[config.mk]
export PLATFORM = sky130hd
export DESIGN_NAME = wrlv_ram
export DESIGN_NICKNAME = d
export VERILOG_FILES = /design/src/design/wrlv_ram.sv
export SDC_FILE = /design/constraint.sdc
export NUM_CORES = 1
export LEC_CHECK = 0
export BUFFER_PORTS_ARGS = -buffer_cell sky130_fd_sc_hd__buf_2
export CORE_ASPECT_RATIO = 0.6
export CORE_MARGIN = 2
export CORE_UTILIZATION = 45
export DETAILED_ROUTE_END_ITERATION = 12
export PLACE_DENSITY = 0.6
export SLEW_MARGIN = 20
export SYNTH_ARGS = -nofsm -noshare
export SYNTH_HDL_FRONTEND = slang
export SYNTH_SLANG_ARGS = --single-unit
[constraint.sdc]
create_clock -name clk -period 3.4 [get_ports clk]
set_clock_uncertainty 0.15 [all_clocks]
set_input_delay 0 -clock clk [delete_from_list [all_inputs] [get_ports clk]]
set_output_delay 0 -clock clk [all_outputs]
set_load 0.01 [all_outputs]
[src/design/wrlv_ram.sv]
// Generic simple dual-port RAM: one write port, one read port, registered read.
// No dependencies.
`default_nettype none

module wrlv_ram #(
    parameter int unsigned WIDTH = 8,
    parameter int unsigned DEPTH = 16
) (
    input  wire logic                     clk,
    input  wire logic                     we,
    input  wire logic [$clog2(DEPTH)-1:0] waddr,
    input  wire logic [WIDTH-1:0]         wdata,
    input  wire logic                     re,
    input  wire logic [$clog2(DEPTH)-1:0] raddr,
    output logic      [WIDTH-1:0]         rdata
);

    logic [WIDTH-1:0] mem [DEPTH];

    always_ff @(posedge clk)
    begin
        if (we)
        begin
            mem[waddr] <= wdata;
        end
        if (re)
        begin
            rdata <= mem[raddr];
        end
    end

endmodule

`default_nettype wire

After elaboration in Yosys (flattened, before gate mapping) --
Memories as Yosys holds them, arrays and structs flattened. A register that Yosys moved wholly into a read port is not among the register bits. Index checks and enable logic that the tools add are counted.
Cells by class: multiplexer cells 2
Operators by type and width (count):
- $mux W1 | 2
Storage, ports and cells: register bits 0, output and inout bits 8, memory bits (writable) 128, logic and storage cells 3, input port bits 19, memories kept 1
Memories:
- mem | depth 16, width 8, rd ports 1, clocked after Yosys merged registers in 1, wr ports 1, RTL line 18 | logic [WIDTH-1:0] mem [DEPTH];

Depth between registers and ports, before layout --
Gate-level depths: netlist (run 1).
word-level depth 2, depth in mapped cells 5, gate-level depth less buffers 3

Worst setup path before layout (run 1) --
OpenSTA, ideal clock, no wires.
kind input port to flip-flop, start point input port waddr[2], end point memory mem[0][0], enable pin, arrival time 1110 ps, setup slack 1757 ps, buffers on the path 0, stages on the path 2, data required time 2867 ps, setup time 383 ps, path through or3b_2 > nor3_1
RTL lines:
- start, declared | RTL line 11 | input wire logic [$clog2(DEPTH)-1:0] waddr,
- end, declared | RTL line 18
Straight into the memory's write port.

==> results of run 1 <==
[through the flow]
step | util, % | setup slack (ns)
global placement | 48.76 | 1.388
CTS | 54.95 | 1.761
detailed placement | 48.76 | 1.381
global route | 54.95 | 1.728
finish | 54.95 | 1.747
floorplan | - | 1.757
[cells by family (layout without fill, tap and decap cells)]
| group | count (synthesis) | after routing |
|---|---|---|
| buf+inv | 10 | 72 |
| simple gates | 35 | 35 |
| compound gates | 16 | 16 |
| flops | 136 | 136 |
| mux | 32 | 32 |
[path summary, 6_finish.rpt]
kind                       start                    to  cells after the start
max          mem[5][1]$_DFFE_PP_    rdata[1]$_DFFE_PP_                      3
min                     waddr[0]  mem[12][0]$_DFFE_PP_                      3
max reg2reg  mem[5][1]$_DFFE_PP_    rdata[1]$_DFFE_PP_                      3
min reg2reg  mem[8][2]$_DFFE_PP_    rdata[2]$_DFFE_PP_                      3
[power by group]
part / internal (mW) / leakage [nW] / switching [mW]
Combinational: 0.0738 / 0.537 / 0.111
Sequential: 1.89 / 1.24 / 0.00924
Clock: 1.22 / 0.295 / 0.667
[cell type report]
class / count / share of cell area [%]
Clock inverter: 14 / 2.902
Clock buffer: 18 / 6.913
Sequential cell: 136 / 65.78
Multi-Input combinational cell: 83 / 17.03
Timing Repair Buffer: 40 / 4.152
Tap cell: 160 / 3.225
[registers in the layout (all words and copies together), names as in the netlist]
signal / count
mem: 128
rdata: 8
[routing by layer]
layer	up-vias	part of all wire, %	track usage [%]
li1	1080	-	-
met4	0	0.91	7.021
met5	-	0	0
met2	78	42	24.62
met3	14	7.2	5.278
met1	1256	50	29.52
[synthesized netlist by cell type]
cell	count	share of area, %
nor2b_1	1	0.12
clkdlybuf4s25_2	3	0.57
nor3_1	4	0.38
nor2_1	13	0.93
and2b_1	1	0.14
a22oi_1	16	2.3
nand2_1	9	0.65
nand3_1	1	0.096
or3b_2	1	0.17
and2_1	1	0.12
mux4_2	18	7.8
buf_4	1	0.14
mux4_1	14	7.0
nand2b_1	2	0.24
buf_2	3	0.29
buf_6	3	0.65
nand3b_1	2	0.29
edfxtp_1	136	78
[cells in the final DEF (no fill, tap or decap), types with 4 or more instances in the layout]
cell           netlist  routed
mux4_1              14      14
bufinv_16            0       4
buf_4                1       5
clkinv_2             0       4
clkbuf_16            0      17
nor2_1              13      13
dlygate4sd3_1        0       9
buf_2                3      26
a22oi_1             16      16
nand2_1              9       9
mux4_2              18      18
nor3_1               4       4
edfxtp_1           136     136
[worst max-delay path, stage by stage, from the launching register on]
cell and delay [ns]:
edfxtp_1 0.37, mux4_1 0.62, a22oi_1 0.19, nand2_1 0.07
==> flow_summary.toml, run 1 <==
[status]
outcome = "complete, no violations"

[global_route]
antenna_found_initial = 0
grt_start_max_net_pins = 33
grt_pass1_wl_um = 15480
grt.overflow.total = 0
grt_usage_pct = 18.72
grt_pass1_vias = 2371

[placed_design]
gp_congestion = 0.7349
post-dp-hpwl_um = 6423
postPlaceCellArea_um2 = 5509
placed_cells = 410
numPortBuffers = 26

[cells_and_area]
final_cells = 451
nFillCells = 865
regArea_um2 = 4084
antenna_cells = 0
final_area_um2 = 6208
nNetsFinal = 297
multi_input_area_um2 = 1057
syn_to_final_growth_pct = 18.76
drive_above_1_share_pct = 27.15

[timing]
setup_viol = 0
tightest_slew_ns = 0.9067
fmax_ghz = 0.6049
relSlewSlack_pct = 39.33
fin_crit_sh_pct = 48.62
fin_tns_setup_ns = 0
min_period_ns = 1.653
whs_ns = 0.01372
rsz0062_at_grt = "no"
maxSlewViolCount = 0
hold_violations = 0

[yosys]
synth-xor-area-share_pct = 0
synthMuxAreaShare_pct = 14.79
synth_fa_ha_area_share_pct = 0
syn_area_um2 = 5228
synth_fp_nets = 248
syn_inst = 229
yosysUniqueCellTypes = 18
seq_area_frac_synth_pct = 78.12
ys_warn_count = 0
synth_compound_area_share_pct = 2.298
syn_area_per_cell_um2 = 22.83
ys_seq_elements = 136
synthSimpleGateAreaFrac_pct = 3.135
synth_top_family_by_area = "multiplexers"

[power_and_ir_drop]
power_mw = 3.969
peakVddDrop_uv = 388.5
p_per_area_nw_per_um2 = 639.3
cellLeakagePower_nw = 2.068

[floorplan]
die_h_um = 87.49
dieArea_um2 = 12520
core_area_um2 = 11300
io-pin-count = 27
die_w_um = 143.1
rows = 30
start_util_pct = 46.27

[worst_hold_path]
hold_path.class = "input pin to flop"

[drt]
postRouteWirelength_um = 10510
drt-initial-drc-count = 271
vias_per_cell = 5.384
ant_nets = 0
drcViolationCount = 0
vias = 2428
routedWlPerCell_um = 23.30
drt-pass1-iter-count = 5

[clocking]
clock_latency_ns = 0.41
cts_max_level = 4
cts_resized = 0
numCtsBuffers = 17
postCtsSetupBuffers = 0
cts_root_buf = "clkbuf_16"
clk_pin_slew_ns = 0.06
cts_tree = "built"
clockBufferDepth = 2
clock_sinks = 136
postCtsHoldBufs = 9

[job]
maxCapViolCount = 0

[setup_path]
cp_max_fo = 1
crit_required_ns = 3.41
endpoint_kind = "flop"
critPathLaunchType = "flop"
criticalPathCategory = "flop to flop"
crit_arrival_ns = 1.66
rrSetupSlack_ns = 1.75
No activity file was read; power rests on OpenSTA's default activity.
==> run 2, diff against run 1 <==
==> constraint.sdc (replaced) <==
create_clock -name clk -period 1.6 [get_ports clk]
set_clock_uncertainty 0.15 [all_clocks]
set_input_delay 0 -clock clk [delete_from_list [all_inputs] [get_ports clk]]
set_output_delay 0 -clock clk [all_outputs]
set_load 0.01 [all_outputs]
==> run 2 against run 1 <==
Effect of this change:
- critical path type unchanged
- wire length decreased by 3.0%
- critical path depth unchanged
- non-clock buffer count up 18
- first-iteration DRC count is 41% lower
- clock-buffer cell count is 1 higher
- fmax increased by 6.1%
- power is 110% higher
- register-to-register slack got worse by 1.7 ns
- combinational power up 120%
- sequential power is 110% higher
- via count is 2.9% higher
==> flow_summary.toml, run 2 (synthesized netlist as in run 1, its figures left out) <==
[drt]
top_layer_used = "met4"
drt-pass1-iter-count = 4
wl_met3_um = 664
drcViolationCount = 0
wl_met1_um = 4970
wl_met2_um = 4483
vias = 2499
routedWlPerCell_um = 21.73
postRouteWirelength_um = 10190
drt-initial-drc-count = 159
ant_nets = 0
vias_per_cell = 5.328

[setup_path]
crit_required_ns = 1.59
critPathLaunchType = "flop"
rr_endpoint = "rdata[5]$_DFFE_PP_"
cp_max_fo = 1
r2r_cells = 3
cp_cell_sequence = "mux4_2 > a22oi_1 > nand2_1"
crit_buf_inv = 0
crit_family = "multiplexers"
cp_slowest_stage_delay_ns = 0.46
cp_slowest_cell = "mux4_2"
rrSetupSlack_ns = 0.04
endpoint_kind = "flop"
r2r_start = "mem[8][5]$_DFFE_PP_"
criticalPathCategory = "flop to flop"
crit_arrival_ns = 1.55

[cells_and_area]
drive_above_1_share_pct = 35.28
max_flop_register = "mem"
largest_reg_flops = 128
nNetsFinal = 315
final_common_cell = "edfxtp_1"
syn_to_final_growth_pct = 22.59
nFillCells = 833
mostFrequentLayoutCells = "136 x edfxtp_1, 26 x buf_2, 22 x mux4_2"
antenna_cells = 0
top_regs = "mem (128), rdata (8)"

[job]
maxCapViolCount = 0

[clocking]
cts_tree = "built"
postCtsSetupBuffers = 0
cts_max_level = 4
numCtsBuffers = 17
clk_pin_slew_ns = 0.06
cts_root_buf = "clkbuf_16"
clockBufferDepth = 2
clock_latency_ns = 0.40
clock_sinks = 136

[floorplan]
die_w_um = 143.1
io-pin-count = 27
rows = 30
core_area_um2 = 11300
start_util_pct = 46.27
dieArea_um2 = 12520
die_h_um = 87.49

[worst_hold_path]
hold_path.class = "input pin to flop"
hold_path_end = "mem[0][5]$_DFFE_PP_"
hp-start = "waddr[1]"
holdPathStages = 3

[global_route]
grt.overflow.total = 0
grt_pass1_wl_um = 15540
grt_pass1_vias = 2535
grt_start_max_net_pins = 22
grt_usage_pct = 18.29
antenna_found_initial = 0

[placed_design]
numPortBuffers = 26
gp_congestion = 0.7052
place_ws_ns = -0.09607
post-dp-hpwl_um = 6748

[timing]
hold_violations = 0
fin_tns_setup_ns = 0
min_period_ns = 1.558
fmax_ghz = 0.6417
post-route-worst-setup-slack_ns = 0.04159
relSlewSlack_pct = 46.46
fin_crit_sh_pct = 97.40
whs_ns = 0.03834
maxSlewViolCount = 0
tightest_slew_ns = 0.8015
setup_viol = 0
rsz0062_at_grt = "no"

[power_and_ir_drop]
p_per_area_nw_per_um2 = 1313
cellLeakagePower_nw = 2.158
peakVddDrop_uv = 791.7

[status]
outcome = "complete, no violations"
-- run 2: cell count changes in the layout (fill, tap and decap cells not counted), sizes merged --
cell      previous run  this run
buf                 31        49
clkbuf              18        19
clkinv               7         6
clkinvlp             2         3
inv                  1         0
-- run 2: through the flow --
step	area (um2)	power, mW	utilization [%]	instances
after CTS	6400	8.496	56.64	469
final	6409	8.417	56.72	469
after detailed placement	5687	4.504	50.33	428
after global placement	5687	4.493	50.33	428
after global routing	6409	8.694	56.72	469
after floorplan	5233	4.315	-	229
-- run 2: where the power goes --
group          switching (mW)  leakage (nW)  internal, mW  total (mW)
clock                    1.37         0.290          2.60        3.96
combinational           0.226         0.632         0.188       0.414
sequential             0.0249          1.24          4.02        4.04
-- run 2: area by class of cell --
| class | count | area (um2) | area share, % |
|---|---|---|---|
| clock inverter | 13 | 178.9 | 2.792 |
| timing repair buffer | 58 | 430.4 | 6.716 |
| sequential | 136 | 4084 | 63.73 |
| multi-input combinational | 83 | 1082 | 16.89 |
| clock buffer | 19 | 432.9 | 6.755 |
| tap | 160 | 200.2 | 3.124 |
-- run 2: layer usage --
layer,GRT usage [%],vias to the layer above
met5,0,-
met3,4.728,7
li1,-,1113
met4,6.211,0
met2,25.45,81
met1,28.22,1298
-- run 2: repair_timing --
action,in CTS,in global routing
pin swaps,1,0
resized for setup,4,7
setup endpoints to repair,4,5
hold buffers,9,0
gates cloned,0,0
hold endpoints to repair,136,0
-- run 2: worst max-delay path by stage --
stage	slack (ns)	depth (start not counted)	to	from
finish	0.04	3	rdata[5]$_DFFE_PP_	mem[8][5]$_DFFE_PP_
global route	0.006	3	rdata[1]$_DFFE_PP_	mem[0][1]$_DFFE_PP_
CTS	0.004	3	rdata[2]$_DFFE_PP_	mem[9][2]$_DFFE_PP_
detailed placement	-0.1	5	rdata[2]$_DFFE_PP_	raddr[0]
global placement	-0.1	5	rdata[2]$_DFFE_PP_	raddr[0]
floorplan	0.14	3	rdata[0]$_DFFE_PP_	mem[1][0]$_DFFE_PP_
-- run 2: worst register-to-register path, cell delays in order, from the launching register on --
cell	delay, ns
edfxtp_1	0.39
mux4_2	0.46
a22oi_1	0.20
nand2_1	0.10
==> run 3, diff against run 2 <==
--- a/config.mk
+++ b/config.mk
@@ -5,12 +5,14 @@
 export SDC_FILE = /design/constraint.sdc
 export NUM_CORES = 1
 export LEC_CHECK = 0
+export ABC_AREA = 1
+export ABC_CLOCK_PERIOD_IN_PS = 1600
 export BUFFER_PORTS_ARGS = -buffer_cell sky130_fd_sc_hd__buf_2
 export CORE_ASPECT_RATIO = 0.6
 export CORE_MARGIN = 2
 export CORE_UTILIZATION = 45
 export DETAILED_ROUTE_END_ITERATION = 12
-export PLACE_DENSITY = 0.6
+export PLACE_DENSITY = 0.59
 export SLEW_MARGIN = 20
 export SYNTH_ARGS = -nofsm -noshare
 export SYNTH_HDL_FRONTEND = slang
==> run 3 against run 2 <==
Effect of this change:
- final cell count rose by 68%
- power rose by 1.3%
- clock-buffer cell count fell by 2
- fmax rose by 17%
- highest routed layer unchanged
==> flow_summary.toml, run 3 <==
[status]
outcome = "complete, no violations"

[cells_and_area]
final_common_cell = "nand2_1"
max_flop_register = "mem"
syn_to_final_growth_pct = 18.77
mostFrequentLayoutCells = "173 x nand2_1, 136 x edfxtp_1, 100 x inv_1"
largest_reg_flops = 128
top_regs = "mem (128), rdata (8)"
final_area_um2 = 6944
drive_above_1_share_pct = 13.25
antenna_cells = 0
nNetsFinal = 625

[setup_path]
cp_max_fo = 1
crit_start = "mem[13][6]$_DFFE_PP_"
crit_end = "rdata[6]$_DFFE_PP_"
critPathLaunchType = "flop"
r2r_start = "mem[13][6]$_DFFE_PP_"
rr_endpoint = "rdata[6]$_DFFE_PP_"
rrSetupSlack_ns = 0.27
criticalPathCategory = "flop to flop"
endpoint_kind = "flop"
r2r_cells = 6
crit_required_ns = 1.61
crit_arrival_ns = 1.34

[drt]
drt-initial-drc-count = 384
routedWlPerCell_um = 18.09
drt-pass1-iter-count = 4
ant_nets = 0
vias = 3921
drcViolationCount = 0
postRouteWirelength_um = 14270
vias_per_cell = 4.970

[floorplan]
die_w_um = 151.2
dieArea_um2 = 13950
rows = 32
start_util_pct = 45.78
io-pin-count = 27
die_h_um = 92.30
core_area_um2 = 12770

[yosys]
yosys.area.top_type_share_pct = 69.85
synth_fa_ha_area_share_pct = 0
synth_compound_area_share_pct = 0
synth-xor-area-share_pct = 0
synthTopCellsByCount = "173 x nand2_1, 136 x edfxtp_1, 100 x inv_1"
syn_inst = 551
synth_top_family_by_area = "simple AND/OR/NAND/NOR gates"
synthTopCellsByArea = "edfxtp_1 70%, nand2_1 11%, nand3_1 8.3%"
yosysMostFrequentCell = "nand2_1"
seq_area_frac_synth_pct = 69.85
ys_seq_elements = 136
ys_warn_count = 0
synthSimpleGateAreaFrac_pct = 20.76
syn_area_per_cell_um2 = 10.61
ys.flop_type = "edfxtp_1"
synth_fp_nets = 570
synth_edf_count = 136
yosys.area.top_type = "edfxtp_1"
synthArstFlopShare_pct = 0
synthMuxAreaShare_pct = 0
syn_area_um2 = 5847
yosysUniqueCellTypes = 11

[timing]
relSlewSlack_pct = 58.34
fin_tns_setup_ns = 0
rsz0062_at_grt = "no"
tightest_slew_ns = 0.6240
fmax_ghz = 0.7500
min_period_ns = 1.333
maxSlewViolCount = 0
hold_violations = 0
fin_crit_sh_pct = 83.34
setup_viol = 0

[placed_design]
numPortBuffers = 26
gp_congestion = 0.8236
postPlaceCellArea_um2 = 6241
post-dp-hpwl_um = 8941

[power_and_ir_drop]
cellLeakagePower_nw = 2.995
peakVddDrop_uv = 738.9
p_per_area_nw_per_um2 = 1228
swShare_pct = 22.23
seqPwrFrac_pct = 47.4
p_clk_share_pct = 46.3
p_sw_mw = 1.896
pwr-share-comb_pct = 6.2
power.internal_mw = 6.633

[worst_hold_path]
hold_path.class = "input pin to flop"

[global_route]
grt_pass1_wl_um = 21670
grt_pass1_vias = 3645
grt_usage_pct = 21.84
grt_start_max_net_pins = 65
grt.overflow.total = 0
antenna_found_initial = 0

[clocking]
cts_root_buf = "clkbuf_16"
clk_pin_slew_ns = 0.06
clock_sinks = 136
cts_tree = "built"
clockBufferDepth = 2
numCtsBuffers = 17
clock_latency_ns = 0.41
cts_max_level = 4
cts_resized = 0

[job]
maxCapViolCount = 0
## run 3: cell count changes after synthesis, sizes merged, moves of 2 or more
cell,previous run,this run
nor2,13,17
inv,0,102
nand2,9,173
nand3,1,97
a22oi,16,0
clkdlybuf4s25,3,0
mux4,32,0
buf,7,24
nor3,4,0
nand2b,2,0
## run 3: power groups by stage
stage                     clock network, mW  registers, mW  logic [mW]
after CTS                              4.00           4.04       0.532
final                                  3.95           4.05       0.530
after global placement                    0           4.12       0.506
after global routing                   4.15           4.05       0.590
after detailed placement                  0           4.12       0.511
after floorplan                           0           4.11       0.281
## run 3: per-stage QoR
step	instances	setup slack [ns]	util [%]	total power, mW	hold slack (ns)
2_1_floorplan	551	0.4992	-	4.396	-0.05113
3_3_place_gp	747	0.1809	48.86	4.623	0.2261
3_5_place_dp	747	0.1765	48.86	4.630	0.2267
4_1_cts	789	0.2651	54.37	8.577	0.07313
5_1_grt	789	0.1696	54.37	8.790	0.1108
6_report	789	0.2666	54.37	8.529	0.07866
## run 3: kinds of logic (layout without fill, tap and decap cells)
| logic type | Yosys count | after routing |
|---|---|---|
| AND/OR/NAND/NOR | 289 | 289 |
| flip-flops | 136 | 136 |
| buffers and inverters | 126 | 194 |
## run 3: worst min-delay path by stage
stage	cells past startpoint	slack, ns	startpoint	to
global placement	1	0.23	re	rdata[4]$_DFFE_PP_
floorplan	0	-0.05	wdata[0]	mem[0][0]$_DFFE_PP_
finish	4	0.08	we	mem[3][7]$_DFFE_PP_
CTS	4	0.07	we	mem[3][7]$_DFFE_PP_
detailed placement	1	0.23	re	rdata[4]$_DFFE_PP_
global route	6	0.11	raddr[2]	rdata[1]$_DFFE_PP_
## run 3: what timing repair did
item,4_1_cts,5_1_grt
hold endpoints to repair,144,0
setup buffers,0,0
hold buffers,10,0
setup endpoints to repair,0,0
## run 3: layout make-up
class,count,area (um2)
clock buffers,17,425.4
fillers,1113,5828
well taps,170,212.7
repair buffers,60,447.9
inverters,102,382.9
multi-input cells,289,1214
clock inverters,15,177.7
flip-flops and latches,136,4084
## run 3: worst max-delay path, cell delays in order, from the launching register on
cell	delay [ns]
edfxtp_1	0.36
inv_1	0.06
nand2_1	0.05
nand3_1	0.09
nand3_1	0.15
nand3_1	0.14
nand2_1	0.07
## run 3: layer usage
metal	wire length (um)	global-route usage, %	part of all wire [%]	vias to the layer above
met4	122	5.763	0.85	0
met3	1235	5.665	8.7	15
met2	5858	29.13	41	148
li1	-	-	-	1890
met1	7057	34.97	49	1868
met5	0	0	0	-
